===== config.mk =====
export PLATFORM = sky130hd
export DESIGN_NAME = agc_to_rf_level_interpolator
export DESIGN_NICKNAME = d
export VERILOG_FILES = /design/src/agcrf_pkg.sv /design/src/agcrf_seg.sv /design/src/agcrf_level.sv /design/src/agcrf_code.sv /design/src/agc_to_rf_level_interpolator.sv
export SDC_FILE = /design/constraint.sdc
export NUM_CORES = 1
export LEC_CHECK = 0
export BUFFER_PORTS_ARGS = -buffer_cell sky130_fd_sc_hd__buf_2
export CAP_MARGIN = 20
export CORE_MARGIN = 10
export CORE_UTILIZATION = 28
export CTS_CLUSTER_DIAMETER = 30
export DETAILED_ROUTE_END_ITERATION = 10
export PLACE_DENSITY = 0.51
export SLEW_MARGIN = 20
export SYNTH_ARGS = -nofsm -noshare
export SYNTH_HDL_FRONTEND = slang
export SYNTH_SLANG_ARGS = --single-unit

===== constraint.sdc =====
create_clock -name clk_i -period 23.9 [get_ports clk_i]
set_clock_uncertainty 0.15 [all_clocks]
set_input_delay 1.195 -clock clk_i [delete_from_list [all_inputs] [get_ports clk_i]]
set_output_delay 1.195 -clock clk_i [all_outputs]
set_load 0.02 [all_outputs]

===== src/agcrf_pkg.sv =====
// Shared constants, breakpoint tables and pipeline types for the AGC to RF level interpolator.
`default_nettype none

package agcrf_pkg;

  // Breakpoint table geometry
  localparam int unsigned BREAKPOINTS = 12;
  localparam int unsigned SEGMENTS    = BREAKPOINTS - 1;
  localparam int unsigned SEG_W       = $clog2(SEGMENTS);

  // Field widths
  localparam int unsigned IN_W    = 16;
  localparam int unsigned AGC_W   = 8;
  localparam int unsigned LVL_W   = 11;
  localparam int unsigned CODE_W  = 10;
  localparam int unsigned SLOPE_W = 15;
  localparam int unsigned OFS_W   = AGC_W + 1;          // signed offset into a segment
  localparam int unsigned PROD_W  = OFS_W + SLOPE_W;
  localparam int unsigned NUM_W   = 20;                 // offset * slope + 500, signed

  // Rounding and scaling constants
  localparam int unsigned HALF_SCALE = 500;
  localparam int unsigned CODE_BASE  = 1000;

  // Divide by 1000: multiply by ceil(2^28 / 1000); exact for magnitudes up to ~490k
  localparam int unsigned RCP1K_W     = 19;
  localparam int unsigned RCP1K       = 268436;
  localparam int unsigned RCP1K_SHIFT = 28;

  // Divide by 10: multiply by ceil(2^13 / 10); exact for magnitudes below 1024
  localparam int unsigned RCP10_W     = 10;
  localparam int unsigned RCP10       = 820;
  localparam int unsigned RCP10_SHIFT = 13;

  // AGC breakpoints, strictly rising
  localparam logic [AGC_W-1:0] AGC_PTS [BREAKPOINTS] = '{
    8'd0,   8'd82,  8'd100, 8'd116, 8'd140, 8'd162,
    8'd173, 8'd187, 8'd210, 8'd223, 8'd254, 8'd255
  };

  localparam logic [AGC_W-1:0] AGC_LAST = AGC_PTS[BREAKPOINTS-1];

  // RF level at each breakpoint, 0.1 dBm
  localparam logic signed [LVL_W-1:0] LEVEL_PTS [BREAKPOINTS] = '{
    11'sd90,   -11'sd50,  -11'sd263, -11'sd361, -11'sd463, -11'sd563,
    -11'sd661, -11'sd761, -11'sd861, -11'sd891, -11'sd904, -11'sd910
  };

  // Per-segment slope: (level diff * 1000) / (AGC diff), truncated toward zero
  localparam logic signed [SLOPE_W-1:0] SLOPES [SEGMENTS] = '{
    -15'sd1707, -15'sd11833, -15'sd6125, -15'sd4250, -15'sd4545, -15'sd8909,
    -15'sd7142, -15'sd4347,  -15'sd2307, -15'sd419,  -15'sd6000
  };

  // Stage 1 -> stage 2 payload
  typedef struct packed {
    logic signed [NUM_W-1:0] num;
    logic signed [LVL_W-1:0] base_level;
    logic                    sat;
  } seg_t;

  // Stage 2 -> output stage payload
  typedef struct packed {
    logic signed [LVL_W-1:0] level;
    logic                    sat;
  } lvl_t;

endpackage

`default_nettype wire


===== src/agcrf_seg.sv =====
// Segment search, clamp and offset-times-slope product for one AGC reading.
`default_nettype none

module agcrf_seg (
  input  wire logic [agcrf_pkg::IN_W-1:0] agc_level_i,
  output agcrf_pkg::seg_t                 seg_o
);

  logic                                    sat;
  logic [agcrf_pkg::SEG_W-1:0]             lo;
  logic [agcrf_pkg::AGC_W-1:0]             rd;
  logic [agcrf_pkg::AGC_W-1:0]             ofs;
  logic signed [agcrf_pkg::PROD_W-1:0]     prod;

  always_comb begin
    // Reading at or past the last breakpoint is clamped to it
    sat = (agc_level_i >= agcrf_pkg::IN_W'(agcrf_pkg::AGC_LAST));

    // Lower breakpoint of the segment: last one not above the reading
    lo = '0;
    for (int i = 1; i < agcrf_pkg::SEGMENTS; i++) begin
      if (agc_level_i >= agcrf_pkg::IN_W'(agcrf_pkg::AGC_PTS[i])) begin
        lo = agcrf_pkg::SEG_W'(i);
      end
    end
    if (sat) begin
      lo = agcrf_pkg::SEG_W'(agcrf_pkg::SEGMENTS - 1);
    end

    rd   = sat ? agcrf_pkg::AGC_LAST : agc_level_i[agcrf_pkg::AGC_W-1:0];
    ofs  = rd - agcrf_pkg::AGC_PTS[lo];
    prod = $signed({1'b0, ofs}) * agcrf_pkg::SLOPES[lo];

    seg_o.num        = prod[agcrf_pkg::NUM_W-1:0]
                     + agcrf_pkg::NUM_W'(agcrf_pkg::HALF_SCALE);
    seg_o.base_level = agcrf_pkg::LEVEL_PTS[lo];
    seg_o.sat        = sat;
  end

endmodule

`default_nettype wire


===== src/agcrf_level.sv =====
// Scale the rounded product by 1/1000 toward zero and add the segment base level.
`default_nettype none

module agcrf_level (
  input  wire agcrf_pkg::seg_t seg_i,
  output agcrf_pkg::lvl_t      lvl_o
);

  localparam int unsigned MAG_W = agcrf_pkg::NUM_W - 1;
  localparam int unsigned MUL_W = MAG_W + agcrf_pkg::RCP1K_W;

  logic                             neg;
  logic [agcrf_pkg::NUM_W-1:0]      abs_full;
  logic [MAG_W-1:0]                 mag;
  logic [MUL_W-1:0]                 mul;
  logic [agcrf_pkg::LVL_W-1:0]      quot;
  logic [agcrf_pkg::LVL_W-1:0]      delta;

  always_comb begin
    // Truncating divide: work on the magnitude, restore the sign afterwards
    neg      = seg_i.num[agcrf_pkg::NUM_W-1];
    abs_full = neg ? -seg_i.num : seg_i.num;
    mag      = abs_full[MAG_W-1:0];
    mul      = MUL_W'(mag) * MUL_W'(agcrf_pkg::RCP1K);
    quot     = agcrf_pkg::LVL_W'(mul >> agcrf_pkg::RCP1K_SHIFT);
    delta    = neg ? -quot : quot;

    lvl_o.level = seg_i.base_level + $signed(delta);
    lvl_o.sat   = seg_i.sat;
  end

endmodule

`default_nettype wire


===== src/agcrf_code.sv =====
// Strength code: 1000 plus the level divided by 10, truncated toward zero.
`default_nettype none

module agcrf_code (
  input  wire logic signed [agcrf_pkg::LVL_W-1:0] level_i,
  output logic [agcrf_pkg::CODE_W-1:0]            code_o
);

  localparam int unsigned MAG_W = agcrf_pkg::LVL_W - 1;
  localparam int unsigned MUL_W = MAG_W + agcrf_pkg::RCP10_W;

  logic                              neg;
  logic [agcrf_pkg::LVL_W-1:0]       abs_full;
  logic [MAG_W-1:0]                  mag;
  logic [MUL_W-1:0]                  mul;
  logic [agcrf_pkg::CODE_W-1:0]      tenth;

  always_comb begin
    // Level magnitude stays below 1024, where the reciprocal is exact
    neg      = level_i[agcrf_pkg::LVL_W-1];
    abs_full = neg ? -level_i : level_i;
    mag      = abs_full[MAG_W-1:0];
    mul      = MUL_W'(mag) * MUL_W'(agcrf_pkg::RCP10);
    tenth    = agcrf_pkg::CODE_W'(mul >> agcrf_pkg::RCP10_SHIFT);

    code_o = neg ? agcrf_pkg::CODE_W'(agcrf_pkg::CODE_BASE) - tenth
                 : agcrf_pkg::CODE_W'(agcrf_pkg::CODE_BASE) + tenth;
  end

endmodule

`default_nettype wire


===== src/agc_to_rf_level_interpolator.sv =====
// Top level: AGC reading to RF level interpolator pipeline.
//
// Maps a raw AGC reading to an RF input level (0.1 dBm) by linear interpolation
// over a fixed 12-point breakpoint table, plus a strength code of 1000 + level/10.
// busy_o is always low: a request is taken on every cycle that start_i is high,
// one reading per clock. Each request yields exactly one result, shown for one
// cycle with done_o high, registered in turn through agc_q, seg_q, lvl_q and done_q;
// results leave in request order. The pipeline is input register, segment search
// and slope multiply, divide by 1000 and base add, strength code and output register.
// The receiver cannot stall the block, so it must take every done_o cycle.
// Readings of 255 and above are clamped to the last segment and flagged by
// input_saturated_o.
`default_nettype none

module agc_to_rf_level_interpolator (
  input  wire logic                                  clk_i,
  input  wire logic                                  rst_ni,
  input  wire logic                                  start_i,
  output logic                                       busy_o,
  input  wire logic [agcrf_pkg::IN_W-1:0]            agc_level_i,
  output logic                                       done_o,
  output logic signed [agcrf_pkg::LVL_W-1:0]         level_tenths_dbm_o,
  output logic [agcrf_pkg::CODE_W-1:0]               strength_code_o,
  output logic                                       input_saturated_o
);

  logic                                 in_vld_q;
  logic [agcrf_pkg::IN_W-1:0]           agc_q;
  logic                                 s1_vld_q;
  agcrf_pkg::seg_t                      seg_d;
  agcrf_pkg::seg_t                      seg_q;
  logic                                 s2_vld_q;
  agcrf_pkg::lvl_t                      lvl_d;
  agcrf_pkg::lvl_t                      lvl_q;
  logic [agcrf_pkg::CODE_W-1:0]         code_d;
  logic                                 done_q;
  logic signed [agcrf_pkg::LVL_W-1:0]   level_q;
  logic [agcrf_pkg::CODE_W-1:0]         code_q;
  logic                                 sat_q;

  // Fully pipelined, never stalls
  assign busy_o = 1'b0;

  agcrf_seg u_seg (
    .agc_level_i (agc_q),
    .seg_o       (seg_d)
  );

  agcrf_level u_level (
    .seg_i (seg_q),
    .lvl_o (lvl_d)
  );

  agcrf_code u_code (
    .level_i (lvl_q.level),
    .code_o  (code_d)
  );

  // Valid pipeline
  always_ff @(posedge clk_i or negedge rst_ni) begin
    if (!rst_ni) begin
      in_vld_q <= 1'b0;
      s1_vld_q <= 1'b0;
      s2_vld_q <= 1'b0;
      done_q   <= 1'b0;
    end else begin
      in_vld_q <= start_i && !busy_o;
      s1_vld_q <= in_vld_q;
      s2_vld_q <= s1_vld_q;
      done_q   <= s2_vld_q;
    end
  end

  // Payload pipeline, no reset needed
  always_ff @(posedge clk_i) begin
    if (start_i && !busy_o) begin
      agc_q <= agc_level_i;
    end
    if (in_vld_q) begin
      seg_q <= seg_d;
    end
    if (s1_vld_q) begin
      lvl_q <= lvl_d;
    end
    if (s2_vld_q) begin
      level_q <= lvl_q.level;
      code_q  <= code_d;
      sat_q   <= lvl_q.sat;
    end
  end

  assign done_o             = done_q;
  assign level_tenths_dbm_o = level_q;
  assign strength_code_o    = code_q;
  assign input_saturated_o  = sat_q;

endmodule

`default_nettype wire

==> results.cfg <==
[floorplan]
die_w_um = 240
die_height_um = 240
die_area_sq_mm = 0.0578
core-area_sq_mm = 0.0478
ios = 43
initial_core_util = 0.284
fp-row-count = 80

[synthesis]
synth_nets = 1824
yosysMostFrequentCell = ha_1
synth-simple-area-share = 0.0982
async_flop_share = 0.0471
synth_compound_area_frac = 0.0940
yosysTopAreaCell = ha_1
ys.flop_type = edfxtp_1
ys_warn_count = 0
synth_area_leaders = ha_1 25%, fa_1 23%, edfxtp_1 18%, inv_1 6.9%, xnor2_1 4.6%
synthesis.area_sq_mm = 0.0136
synth_top_area_share = 0.253
synth_top_family_by_area = adder cells
syn_inst = 1375
synth.avg_cell_area_sq_um = 9.89
synth-seq-cells = 85
synth-edff-count = 81
ys_types = 66
ys_top_cells_by_count = 275 x ha_1, 249 x inv_1, 155 x fa_1
synth_adder_area_share = 0.481
synthXorXnorAreaFrac = 0.0630
yosysSeqAreaShare = 0.186
muxShareOfSynthArea = 0.000736

[global_routing]
grt_max_degree = 34
grt_util_all_layers = 0.107
grt_overflow = 0
grt_pass1_wl_um = 50300
antenna_found_initial = 0
grt_pass1_vias = 9960

[sta]
grt_setup_unrepaired = false
slew_headroom = 0.338
final.setup.tns_ps = 0
setup_viol = 0
post-route-period-util = 0.431
tightest_slew_ps = 986
period_needed_ps = 10310
timing.fmax_mhz = 97.0
slew_violations = 0
setup_slack_ps = 13590
hold_viol_final = 0

[critical_path]
crit_path_max_fanout = 10
slowest_delay_ps = 690
crit_start = agc_q[12]$_DFFE_PP_
required_ps = 23840
end_kind = flop
worstSetupPathType = reg2reg
r2r_start = agc_q[12]$_DFFE_PP_
cp_data_arrival_time_ps = 10250
crit_slowest_cell = xnor2_1
setup.worst_path.start_class = flop

[route]
avgViaCountPerCell = 4.61
vias = 9400
dr.first_iter.drc_count = 435
drc = 0
routed_wl_um = 29100
wl_per_cell_um = 14.3
ant_nets = 0
firstDrtPassIters = 5

[clocking]
hold_buffers = 0
clock_latency_ps = 350
cts_resized = 0
cts_tree = built
cts-htree-levels = 3
clk_pin_slew_ps = 70
cts.sinks = 85
cts_root_buffer = clkbuf_16
cts_buffer_depth = 2
cts_setup_buffers = 0
numCtsBuffers = 9

[finish]
fill_cells = 5014
synthToLayoutAreaGrowth_pct = 9.41
layout.cells.non_filler = 2037
fin_nets = 1866
postLayoutCellArea_sq_mm = 0.0149
drive_gt1_frac = 0.0605
n_antenna_cell = 0

[place]
dp_cells = 2021
portBuffers = 41
dp_worst_setup_slack_ps = 13390
place_congestion = 0.840
placed_area_sq_mm = 0.0146
hpwl_um = 24700

[min_path]
worstHoldPathType = reg2reg
min_from = seg_q[0]$_DFFE_PP_

[job]
maxCapViolCount = 0

[outcome]
status = completed
==> cell families after synthesis <==
kind of cell | count (synthesis)
compound gates | 192
mux | 1
simple gates | 295
fa+ha+maj | 430
xor+xnor | 97
other cells | 1
buf+inv | 274
flops | 85
==> metrics by stage <==
| stage | util | hold slack, ps |
|---|---|---|
| after floorplan | - | 250 |
| after global routing | 0.311 | 282 |
| final | 0.311 | 274 |
| after global placement | 0.305 | 258 |
| after detailed placement | 0.305 | 257 |
| after CTS | 0.311 | 276 |
==> critical path: cells and delay by family, from the launching register on <==
kind | cells | cell delay, ps
adder cells (fa/ha/maj) | 8 | 3620
AO/OA/AOI/OAI | 14 | 2490
AND/OR/NAND/NOR | 7 | 2270
XOR/XNOR | 2 | 780
buffers and inverters | 5 | 380
flip-flops | 1 | 360
==> layout by cell type, fill, tap and decap left out, drive strengths merged, types with 4 or more instances in the layout <==
cell type    n
a21o        20
dfrtp        4
a31oi        5
nor3        14
clkbuf       9
and2         9
ha         275
o211ai       5
or2          6
a211o        4
o21bai       6
o31ai       13
nand2b      11
xor2        25
nor2        84
xnor2       72
o21a        15
o21ba        4
and3         4
a211oi       6
or3         12
o21ai       43
a21oi       46
fa         155
nor2b       10
or4          5
nand4        7
inv        256
nand3       11
o41ai        4
edfxtp      81
nand2      118
buf         53
==> per-layer routing <==
metal	vias up	GRT usage	wire (um)
met5	-	0	0
met4	0	0.0186	232
met3	21	0.00950	614
met2	128	0.185	14100
met1	4602	0.142	14200
li1	4649	-	-
==> final timing paths <==
kind | end | slack, ps | depth (start not counted)
worst max-delay path | seg_q[31]$_DFFE_PP_ | 13590 | 36
worst min-delay path | lvl_q[0]$_DFFE_PP_ | 270 | 0
worst max register to register | seg_q[31]$_DFFE_PP_ | 13590 | 36
worst min register to register | lvl_q[0]$_DFFE_PP_ | 270 | 0
max in group asynchronous | s2_vld_q$_DFF_PN0_ | 23000 | 1
min in group asynchronous | done_o$_DFF_PN0_ | 480 | 1
==> final cells by class <==
| type | count | area, sq um | share of cell area |
|---|---|---|---|
| well taps | 615 | 769 | 0.0517 |
| repair buffers | 53 | 295 | 0.0198 |
| clock inverters | 7 | 72.6 | 0.00488 |
| clock buffers | 9 | 225 | 0.0151 |
| inverters | 252 | 946 | 0.0636 |
| flip-flops and latches | 85 | 2530 | 0.170 |
| multi-input cells | 1016 | 10000 | 0.675 |
==> registers in the layout (all words and copies together) (netlist names), 9 cells and up <==
signal and cells:
seg_q 32, level_tenths_dbm_o 11, agc_q 16, strength_code_o 9
lvl_q 12
Power is not shown: default switching activity piles up to over one toggle a cycle in this logic, so the estimate is an artifact.
